<file path="config.mk">
export PLATFORM = sky130hd
export DESIGN_NAME = hbs_ctrl
export DESIGN_NICKNAME = d
export VERILOG_FILES = /design/src/rtl/hbs_pkg.sv /design/src/rtl/hbs_ctrl.sv
export SDC_FILE = /design/constraint.sdc
export NUM_CORES = 1
export LEC_CHECK = 0
export BUFFER_PORTS_ARGS = -buffer_cell sky130_fd_sc_hd__buf_2
export CAP_MARGIN = 20
export CORE_AREA = 2 2 39 41
export DETAILED_ROUTE_END_ITERATION = 10
export DIE_AREA = 0 0 41 43
export PLACE_DENSITY = 0.49
export SYNTH_ARGS = -nofsm -noshare
export SYNTH_HDL_FRONTEND = slang
export SYNTH_SLANG_ARGS = --single-unit
export TNS_END_PERCENT = 1
</file>
<file path="constraint.sdc">
create_clock -name i_clk -period 1.07 [get_ports i_clk]
set_input_delay 0.214 -clock i_clk [delete_from_list [all_inputs] [get_ports i_clk]]
set_output_delay 0.214 -clock i_clk [all_outputs]
set_load 0.02 [all_outputs]
</file>
<file path="src/rtl/hbs_pkg.sv">
// shared types, constants and bit search functions for the hierarchical bitmap set
package hbs_pkg;

    localparam int WORD_BITS = 64;
    localparam int BIT_W     = 6;
    localparam int KEY_W     = 12;
    localparam int CNT_W     = 13;

    localparam logic [CNT_W-1:0] LIMIT_RESET = 13'd4096;

    typedef enum logic [2:0] {
        FN_INSERT = 3'd0,
        FN_ERASE  = 3'd1,
        FN_TEST   = 3'd2,
        FN_NEXT   = 3'd3,
        FN_PREV   = 3'd4,
        FN_MIN    = 3'd5,
        FN_MAX    = 3'd6
    } t_func;

    typedef enum logic [2:0] {
        ST_IDLE,
        ST_START,
        ST_LEAF,
        ST_DESCEND,
        ST_OUT
    } t_state;

    // controller to datapath
    typedef struct packed {
        logic capture;
        logic start;
        logic leaf;
        logic descend;
        logic out_load;
    } t_cmd;

    // datapath to controller
    typedef struct packed {
        logic descend;
    } t_status;

    // lowest set bit, zero for an empty word
    function automatic logic [BIT_W-1:0] low_bit(input logic [WORD_BITS-1:0] v);
        logic [BIT_W-1:0] n;
        n = '0;
        for (int i = WORD_BITS - 1; i >= 0; i--) begin
            if (v[i]) begin
                n = BIT_W'(i);
            end
        end
        return n;
    endfunction

    // highest set bit, zero for an empty word
    function automatic logic [BIT_W-1:0] high_bit(input logic [WORD_BITS-1:0] v);
        logic [BIT_W-1:0] n;
        n = '0;
        for (int i = 0; i < WORD_BITS; i++) begin
            if (v[i]) begin
                n = BIT_W'(i);
            end
        end
        return n;
    endfunction

endpackage

</file>
<file path="src/rtl/hbs_ctrl.sv">
// sequencer for the hierarchical bitmap set: steps one item through start, leaf, descend and out
module hbs_ctrl (
    input  logic             i_clk,
    input  logic             i_rst_n,
    input  logic             i_in_valid,
    input  logic             i_out_stall,
    input  hbs_pkg::t_status i_status,
    output hbs_pkg::t_cmd    o_cmd,
    output logic             o_in_stall,
    output logic             o_out_valid
);

    hbs_pkg::t_state r_state;
    hbs_pkg::t_state n_state;
    logic            r_out_valid;
    logic            can_load;

    // output register free, or being emptied this cycle
    assign can_load = !r_out_valid || !i_out_stall;

    always_comb begin
        n_state = r_state;
        unique case (r_state)
            hbs_pkg::ST_IDLE: begin
                if (i_in_valid) begin
                    n_state = hbs_pkg::ST_START;
                end
            end
            hbs_pkg::ST_START: begin
                n_state = hbs_pkg::ST_LEAF;
            end
            hbs_pkg::ST_LEAF: begin
                if (i_status.descend) begin
                    n_state = hbs_pkg::ST_DESCEND;
                end else begin
                    n_state = hbs_pkg::ST_OUT;
                end
            end
            hbs_pkg::ST_DESCEND: begin
                n_state = hbs_pkg::ST_OUT;
            end
            hbs_pkg::ST_OUT: begin
                if (can_load) begin
                    n_state = hbs_pkg::ST_IDLE;
                end
            end
            default: begin
                n_state = hbs_pkg::ST_IDLE;
            end
        endcase
    end

    always_comb begin
        o_cmd          = '0;
        o_cmd.capture  = (r_state == hbs_pkg::ST_IDLE) && i_in_valid;
        o_cmd.start    = (r_state == hbs_pkg::ST_START);
        o_cmd.leaf     = (r_state == hbs_pkg::ST_LEAF);
        o_cmd.descend  = (r_state == hbs_pkg::ST_DESCEND);
        o_cmd.out_load = (r_state == hbs_pkg::ST_OUT) && can_load;
    end

    assign o_in_stall  = (r_state != hbs_pkg::ST_IDLE);
    assign o_out_valid = r_out_valid;

    always_ff @(posedge i_clk) begin
        if (!i_rst_n) begin
            r_state     <= hbs_pkg::ST_IDLE;
            r_out_valid <= 1'b0;
        end else begin
            r_state <= n_state;
            if (o_cmd.out_load) begin
                r_out_valid <= 1'b1;
            end else if (!i_out_stall) begin
                r_out_valid <= 1'b0;
            end
        end
    end

endmodule

</file>
## After elaboration in Yosys (flattened, before gate mapping)

Cells that the tools add are included.

- Register bits after elaboration: 4
- Latch bits: 0
- Bits in writable memories: 0
- ROM bits: 0
- Output and inout port bits: 7
- Logic and storage cells: 23
- Memories kept: 0

- $add $sub $neg: 0
- Multiply operators: 0
- Div/mod/pow operators: 0
- Order comparisons: 0
- Eq/ne operators: 7
- Shift-type cells: 0
- Multiplexer cells: 6
- Bitwise logic cells: 0
- Reductions and logical operators: 8

Operators with widths:

| kind | count |
|---|---|
| $pmux 3 s5 | 1 |
| $mux 3 | 3 |
| $eq 3x2->1 const B | 2 |
| $ne 2x2->1 const B | 2 |
| $eq 3x1->1 const B | 1 |
| $eq 3x3->1 const B | 1 |
| $logic_not 3->1 | 1 |
| $reduce_bool 3->1 | 1 |
| $logic_and 1x1->1 | 2 |
| $logic_not 1->1 | 2 |
| $mux 1 | 2 |
| $ne 2x1->1 const B | 1 |
| $reduce_and 2->1 | 1 |
| $logic_or 1x1->1 | 1 |

## Depth between registers and ports, before layout

Gate-level depths: netlist of run 1.

- Depth after elaboration: 4
- Depth in mapped cells: 3

## Worst setup path after synthesis of run 1

No wires, ideal clock.

- Kind: register -> output
- Start point: register r_state[2]
- End point: output port o_cmd[4] (netlist bit)
- Arrival time: 1.223 ns
- Slack: -0.367 ns
- Cell stages (with the launch flop): 3
- Buffers on the path: 0
- Cells stage by stage: dfxtp_1 > or3_2 > nor2_1

RTL lines:

| item | line | text |
|---|---|---|
| from (decl) | hbs_ctrl.sv:13 | `hbs_pkg::t_state r_state;` |
| from (signal assigned) | hbs_ctrl.sv:67 | `r_state <= hbs_pkg::ST_IDLE;` |
| from (signal assigned) | hbs_ctrl.sv:70 | `r_state <= n_state;` |
| to (decl) | hbs_ctrl.sv:8 | `output hbs_pkg::t_cmd o_cmd,` |

==> flow_summary.toml, run 1 <==
[status]
status = "complete, but fails checks"
violations = "setup timing"

[global_routing]
grt_max_degree = 6
grt_pass1_vias = 237
antenna_found_initial = 0
grt.overflow.total = 0
grt_pass1_wl_um = 931
grt.total_usage = 0.0752

[logic_synthesis]
yosysTopAreaCell = "dfxtp_1"
synth_seq_cells = 4
synth_top_area_share = 0.398
yosysMostFrequentCell = "dfxtp_1"
ys.flop_type = "dfxtp_1"
synthArstFlopShare = 0
syn_avg_cell_area_um2 = 9.16
yosys-top-cells-area = "dfxtp_1 40%, nor3b_1 11%, mux2i_1 9.9%"
synthDistinctLibCells = 15
synth-edff-count = 0
seq_area_frac_synth = 0.398
yosysWarnings = 0
ys_top_cells_by_count = "4 x dfxtp_1, 3 x nor3b_1, 2 x inv_1, 2 x mux2i_1"
synthCells = 22
syn_nets = 27
synth_area_um2 = 201

[floorplanning]
core_area_mm2 = 0.00138
die_x_um = 41
design.die.area_mm2 = 0.00176
row_count = 14
ios = 12
start_util = 0.146
die_h_um = 43

[layout]
finish.net_count = 49
design_area_um2 = 425
post-route-util = 0.307
syn2layout_area_growth_pct = 111
diodes = 0
layout-drive-gt1-share = 0.786

[setup_path]
cp-startpoint = "r_state[2]"
startpoint_type = "register"
cp_slowest_cell = "or3b_4"
max_stage_delay_ns = 0.40
worstPathMaxFanout = 4
critPathKind = "register to output pin"
r2r_start = "r_state[2]"
crit_chain = "or3b_4, a21oi_4, buf_6"
endpoint_kind = "output pin"
crit_required_ns = 0.86
cp.arrival_ns = 1.20

[hold_path]
worstHoldStart = "i_rst_n"
hp-class = "input port to register"

[sta]
slew_headroom = 0.845
fin_skew_ns = 0.00407
worst_slack_ns = -0.347
min_period_over_period = 1.32
slew_violations = 0
hold_viol_final = 0
setup_violations = 7
rsz0062_at_grt = "true"
fin_crit_ns = 1.42
max_freq_mhz = 706
worst_pin_slew_ns = 0.231

[place]
hpwl_um = 436
place_congestion = 0.647
port_buffers = 11
dpl_cell_area_um2 = 337

[detailed_routing]
routed_wl_um = 577
ant_nets = 0
drc = 0
drt_first_pass_iters = 1
drtIter0Drc = 0
vias = 246
viasPerCell = 4.24
drt-wirelength-per-cell_um = 9.95

[power]
comb_power_share = 0.281
ir_worst_vdd_v = 0.000430
pwr-share-clk = 0.372
power_density_mw_per_mm2 = 1130
p_total_mw = 0.479
power.internal_mw = 0.353
p_sw_mw = 0.126
switching_share = 0.263
pwr-share-seq = 0.347
cellLeakagePower_nw = 0.188

[clock_network]
cts-htree-levels = 1
insertion_delay_ns = 0.23
tritoncts = "built"
cts_root_buf = "clkbuf_4"
clk_transition_reported_paths_ns = 0.03
postCtsHoldBufs = 0
cts_buffer_depth = 2
cts.sinks = 4
cts_buffers = 3

[flow_run]
cap_violations = 0
sequential cells by signal, summed over array words and instances (netlist names):
| register | flops |
|---|---|
| o_out_valid | 1 |
| r_state | 3 |
final timing paths:
path,slack [ns],to,depth (start not counted)
hold / removal,0.26,r_state[2],2
setup reg to reg,-0.17,r_state[2],4
setup / recovery,-0.35,o_cmd[0],3
hold reg to reg,0.46,r_state[0],1
critical path: cells and delay by family, from the launching register on:
kind            cells  cell delay (ns)
simple gates        1             0.40
buf+inv             1             0.12
compound gates      1             0.12
flops               1             0.33
cells by family (layout without fill, tap and decap cells):
| family | after synthesis | in the layout | share of synthesized area |
|---|---|---|---|
| AND/OR/NAND/NOR | 11 | 11 | 0.360 |
| flip-flops | 4 | 4 | 0.398 |
| AO/OA/AOI/OAI | 3 | 3 | 0.106 |
| multiplexers | 2 | 2 | 0.0994 |
| buffers and inverters | 2 | 22 | 0.0373 |
metrics by stage:
step,setup slack (ns),hold slack [ns],cells,TNS (ns)
final,-0.347,0.260,58,-1.75
after global routing,-0.391,0.257,58,-2.07
after detailed placement,-0.214,0.472,54,-0.575
after CTS,-0.366,0.244,58,-1.87
after global placement,-0.201,0.471,54,-0.578
after floorplan,-0.174,0.336,22,-0.669
area by class of cell:
type / instances / area [um^2]
inverter: 2 / 7.51
tap: 16 / 20.0
fill: 155 / 958
clock buffer: 3 / 22.5
multi-input combinational: 16 / 164
timing repair buffer: 17 / 128
sequential: 4 / 83.8
cells in the final DEF (no fill, tap or decap):
cell type and count:
dfxtp_1 1, and2_1 1, nor4b_2 1, buf_2 6, inv_1 1, a21oi_4 1, o32ai_1 1, or3_4 1
nor2b_1 1, clkbuf_4 3, dfxtp_2 3, nor3b_1 1, a21boi_2 1, inv_2 1, or3b_4 1, mux2i_1 2
nor3b_2 2, nand2_1 1, buf_4 7, nor3_2 1, buf_6 4, nor2_4 1
routing by layer:
metal  track usage  vias to the layer above  part of all wire
li1              -                      120                 -
met1         0.103                      114              0.48
met3        0.0157                        0             0.076
met5             0                        -                 0
met4        0.0400                        0                 0
met2         0.106                       12              0.44
power by group through the flow:
stage | Combinational [mW] | Sequential (mW) | Clock, mW
after floorplan | 0.0609 | 0.170 | 0
after global placement | 0.113 | 0.165 | 0
after detailed placement | 0.112 | 0.165 | 0
after CTS | 0.131 | 0.165 | 0.188
after global routing | 0.147 | 0.167 | 0.194
final | 0.135 | 0.166 | 0.178
repair_timing:
action / CTS / global route
gates resized for setup: 15 / 5
buffers inserted: 1 / 0
setup endpoints to repair: 7 / 9
pin swaps: 3 / 1
Note: power is estimated with default switching activity, not from simulation.
==> run 2: changes to the inputs <==
Settings changed: CELL_PAD_IN_SITES_DETAIL_PLACEMENT set to 1, CELL_PAD_IN_SITES_GLOBAL_PLACEMENT set to 1, PLACE_DENSITY 0.49 to 0.59.
==> flow_summary.toml, run 2 (synthesized netlist as in run 1, its figures left out) <==
[place]
pre_cts_slack_ns = -0.229
port_buffers = 11
place_congestion = 0.670
dpl_cell_area_um2 = 352
hpwl_um = 483

[power]
switching_share = 0.276
ir_worst_vdd_v = 0.000388
power.internal_mw = 0.355
pwr-share-clk = 0.389
power_density_mw_per_mm2 = 1150
cellLeakagePower_nw = 0.194
p_total_mw = 0.491
pwr-share-seq = 0.336
p_sw_mw = 0.136
comb_power_share = 0.275

[clock_network]
cts-htree-levels = 1
cts_root_buf = "clkbuf_4"
clk_transition_reported_paths_ns = 0.04
insertion_delay_ns = 0.24
cts_buffer_depth = 2
cts_buffers = 3
cts.sinks = 4
tritoncts = "built"
postCtsHoldBufs = 0

[detailed_routing]
ant_nets = 0
routed_wl_um = 647
drtIter0Drc = 2
vias = 242
drc = 0
viasPerCell = 4.03
drt-wirelength-per-cell_um = 10.8
drt_first_pass_iters = 3

[status]
status = "complete, but fails checks"
violations = "setup timing"

[global_routing]
grt.total_usage = 0.0995
grt.overflow.total = 0
grt_pass1_vias = 250
grt_max_degree = 5
antenna_found_initial = 0
grt_pass1_wl_um = 1070

[floorplanning]
die_h_um = 43
design.die.area_mm2 = 0.00176
die_x_um = 41
ios = 12
start_util = 0.146
row_count = 14
core_area_mm2 = 0.00138

[sta]
slew_violations = 0
hold_viol_final = 0
slew_headroom = 0.837
rsz0062_at_grt = "true"
fin_skew_ns = 0.00566
max_freq_mhz = 689
fin_crit_ns = 1.45
min_period_over_period = 1.36
setup_violations = 7
worst_slack_ns = -0.381
worst_pin_slew_ns = 0.241

[layout]
layout-drive-gt1-share = 0.705
syn2layout_area_growth_pct = 111
largest_reg_flops = 3
regMostFlops = "r_state"
layout_commonest_cell = "buf_4"
design_area_um2 = 425
n_fill_cell = 166
layout_common_cells = "10 x buf_4, 6 x buf_2, 3 x clkbuf_4, 3 x buf_6"
finish.net_count = 51
diodes = 0

[setup_path]
startpoint_type = "register"
endpoint_kind = "output pin"
cp.arrival_ns = 1.24
crit_required_ns = 0.86
critPathKind = "register to output pin"
worstPathMaxFanout = 4

[hold_path]
hp-class = "input port to register"

[flow_run]
cap_violations = 0
## run 2: path summary, 6_finish.rpt
| check | from | end | slack (ns) | depth (start not counted) |
|---|---|---|---|---|
| worst min-delay path | i_rst_n | r_state[2] | 0.24 | 2 |
| worst max-delay path | r_state[2] | o_cmd[0] | -0.38 | 3 |
| worst min register to register | r_state[2] | r_state[1] | 0.55 | 2 |
| worst max register to register | r_state[1] | r_state[2] | -0.02 | 5 |
## run 2: layout make-up
type	count	area [um^2]	share of cell area
clock buffers	3	22.5	0.0529
inverters	2	7.51	0.0176
multi-input cells	16	154	0.362
flip-flops and latches	4	82.6	0.194
well taps	16	20.0	0.0471
repair buffers	19	139	0.326
## run 2: metrics by stage
stage           util  TNS [ns]  cells  hold WS, ns
2_1_floorplan      -    -0.669     22        0.336
3_3_place_gp   0.254    -0.526     56        0.469
3_5_place_dp   0.254    -0.609     56        0.481
4_1_cts        0.307     -1.93     60        0.226
5_1_grt        0.307     -2.28     60        0.246
6_report       0.307     -1.83     60        0.240
## run 2: per-layer routing
metal | routed length (um) | GRT usage
met5 | 0 | 0
met4 | 0 | 0.100
met3 | 69 | 0.0524
met2 | 293 | 0.128
met1 | 284 | 0.106
## run 2: what timing repair did
action / CTS / global route
setup buffers: 1 / 0
gates resized for setup: 14 / 0
endpoints found under the setup margin: 8 / 7
pin swaps: 3 / 1
## run 2: power groups by stage
stage          logic, mW  clock network (mW)  registers (mW)
5_1_grt            0.148               0.219           0.166
3_5_place_dp       0.119                   0           0.166
4_1_cts            0.137               0.208           0.165
6_report           0.135               0.191           0.165
2_1_floorplan     0.0609                   0           0.170
3_3_place_gp       0.119                   0           0.166
## run 2: critical path, stage by stage (launching register included)
cell	delay (ns)
dfxtp_2	0.34
or3b_4	0.41
a21oi_4	0.12
buf_6	0.13
==> run 3: changes to the inputs <==
Settings changed: PLACE_DENSITY 0.59 to 0.57.
Clock period 1.07 ns to 1.6 ns, I/O delays scaled along.
==> flow_summary.toml, run 3 (synthesized netlist as in run 1, its figures left out) <==
[setup_path]
critPathKind = "register to output pin"
endpoint_kind = "output pin"
crit_required_ns = 1.28
reg2reg_depth = 3
r2r_slack_ns = 0.51
startpoint_type = "register"
r2r_start = "r_state[1]"
worstPathMaxFanout = 4
cp_top_family = "simple AND/OR/NAND/NOR gates"
max_stage_delay_ns = 0.41
r2r-end = "r_state[2]"
crit_chain = "or3b_4, a21oi_2, buf_6"
cp.arrival_ns = 1.23
cp-startpoint = "r_state[1]"
worst-path-stages = 3
critPathBufInv = 1
cp_slowest_cell = "or3b_4"
critPathCapture = "o_cmd[0]"

[layout]
design_area_um2 = 359
n_fill_cell = 172
layout-drive-gt1-share = 0.600
finish.net_count = 47
syn2layout_area_growth_pct = 78.3
regMostFlops = "r_state"
regArea_um2 = 91.3
stdcell_count = 56
multi_input_area_um2 = 124
layout_common_cells = "9 x buf_2, 5 x buf_4, 3 x nor3b_1, 3 x clkbuf_4, 3 x dfxtp_4"
largest_reg_flops = 3
diodes = 0
layout_commonest_cell = "buf_2"

[detailed_routing]
drtIter0Drc = 0
ant_nets = 0
vias = 233
drt_first_pass_iters = 1
routed_wl_um = 596
drc = 0
drt-wirelength-per-cell_um = 10.6
viasPerCell = 4.16

[sta]
fin_skew_ns = 0.00205
hold_viol_final = 0
fin_crit_ns = 1.55
slew_headroom = 0.821
rsz0062_at_grt = "true"
slew_violations = 0
worst_pin_slew_ns = 0.264
max_freq_mhz = 644
setup_tns_ns = 0
min_period_over_period = 0.970
setup_violations = 0

[clock_network]
cts-htree-levels = 1
cts_buffer_depth = 2
cts_root_buf = "clkbuf_4"
clk_transition_reported_paths_ns = 0.04
insertion_delay_ns = 0.23
cts_buffers = 3
tritoncts = "built"
postCtsHoldBufs = 0
cts.sinks = 4

[floorplanning]
ios = 12
design.die.area_mm2 = 0.00176
core_area_mm2 = 0.00138
die_h_um = 43
start_util = 0.146
row_count = 14
die_x_um = 41

[flow_run]
cap_violations = 0

[global_routing]
grt.overflow.total = 0
grt_pass1_vias = 204
antenna_found_initial = 0
grt_max_degree = 9
grt_pass1_wl_um = 807
grt.total_usage = 0.0724

[status]
status = "finished, final reports clean"

[power]
cellLeakagePower_nw = 0.163
power_density_mw_per_mm2 = 837
ir_worst_vdd_v = 0.000277

[hold_path]
min_path_cells = 2
hp-class = "input port to register"

[place]
place_congestion = 0.626
dpl_cell_area_um2 = 277
dp.cells = 49
port_buffers = 11
==> run 3: changes by cell type in the layout (fill, tap and decap cells not counted), sizes merged <==
cell / before / now
buf: 19 / 15
==> run 3: layout make-up <==
cell class                 instances  area share
multi-input combinational         16       0.345
clock buffer                       3      0.0627
inverter                           2      0.0209
timing repair buffer              15       0.261
tap                               16      0.0557
sequential                         4       0.254
==> run 3: through the flow <==
| step | total power, mW | setup slack, ns | util | hold slack, ns |
|---|---|---|---|---|
| detailed placement | 0.168 | 0.139 | 0.200 | 0.521 |
| floorplan | 0.147 | 0.0572 | - | 0.442 |
| finish | 0.301 | 0.0479 | 0.259 | 0.334 |
| global placement | 0.168 | 0.144 | 0.200 | 0.513 |
| CTS | 0.303 | 0.00500 | 0.234 | 0.325 |
| global route | 0.326 | -0.00578 | 0.259 | 0.354 |
==> run 3: worst min-delay path by stage <==
stage | startpoint | to | slack, ns
floorplan | i_rst_n | r_state[2] | 0.44
global placement | o_out_valid | o_out_valid | 0.51
detailed placement | o_out_valid | o_out_valid | 0.52
CTS | i_rst_n | r_state[2] | 0.33
global route | i_rst_n | r_state[2] | 0.35
finish | i_rst_n | r_state[2] | 0.33
==> run 3: where the power goes <==
part / switching [mW] / leakage, nW / internal (mW)
clock network: 0.0381 / 0.0138 / 0.0837
registers: 0.00662 / 0.0348 / 0.103
logic: 0.0343 / 0.114 / 0.0347
total: 0.0790 / 0.163 / 0.222
==> run 3: worst register-to-register path, cell delays in order (launching register included) <==
cell	delay, ns
dfxtp_4	0.34
or3b_4	0.41
o32ai_1	0.13
and2_1	0.15
==> run 3: routing by layer <==
metal  part of all wire  GRT usage  up-vias
li1                   -          -      116
met1               0.49     0.0935      105
met2               0.43     0.0781       12
met3              0.081     0.0314        0
met4                  0     0.0800        0
met5                  0          0        -
==> run 3: what timing repair did <==
item                                    CTS  global route
pin swaps                                 1             1
endpoints found under the setup margin    2             1
resized for setup                         8             4
endpoints found under the hold margin     0             0
buffers inserted                          1             3
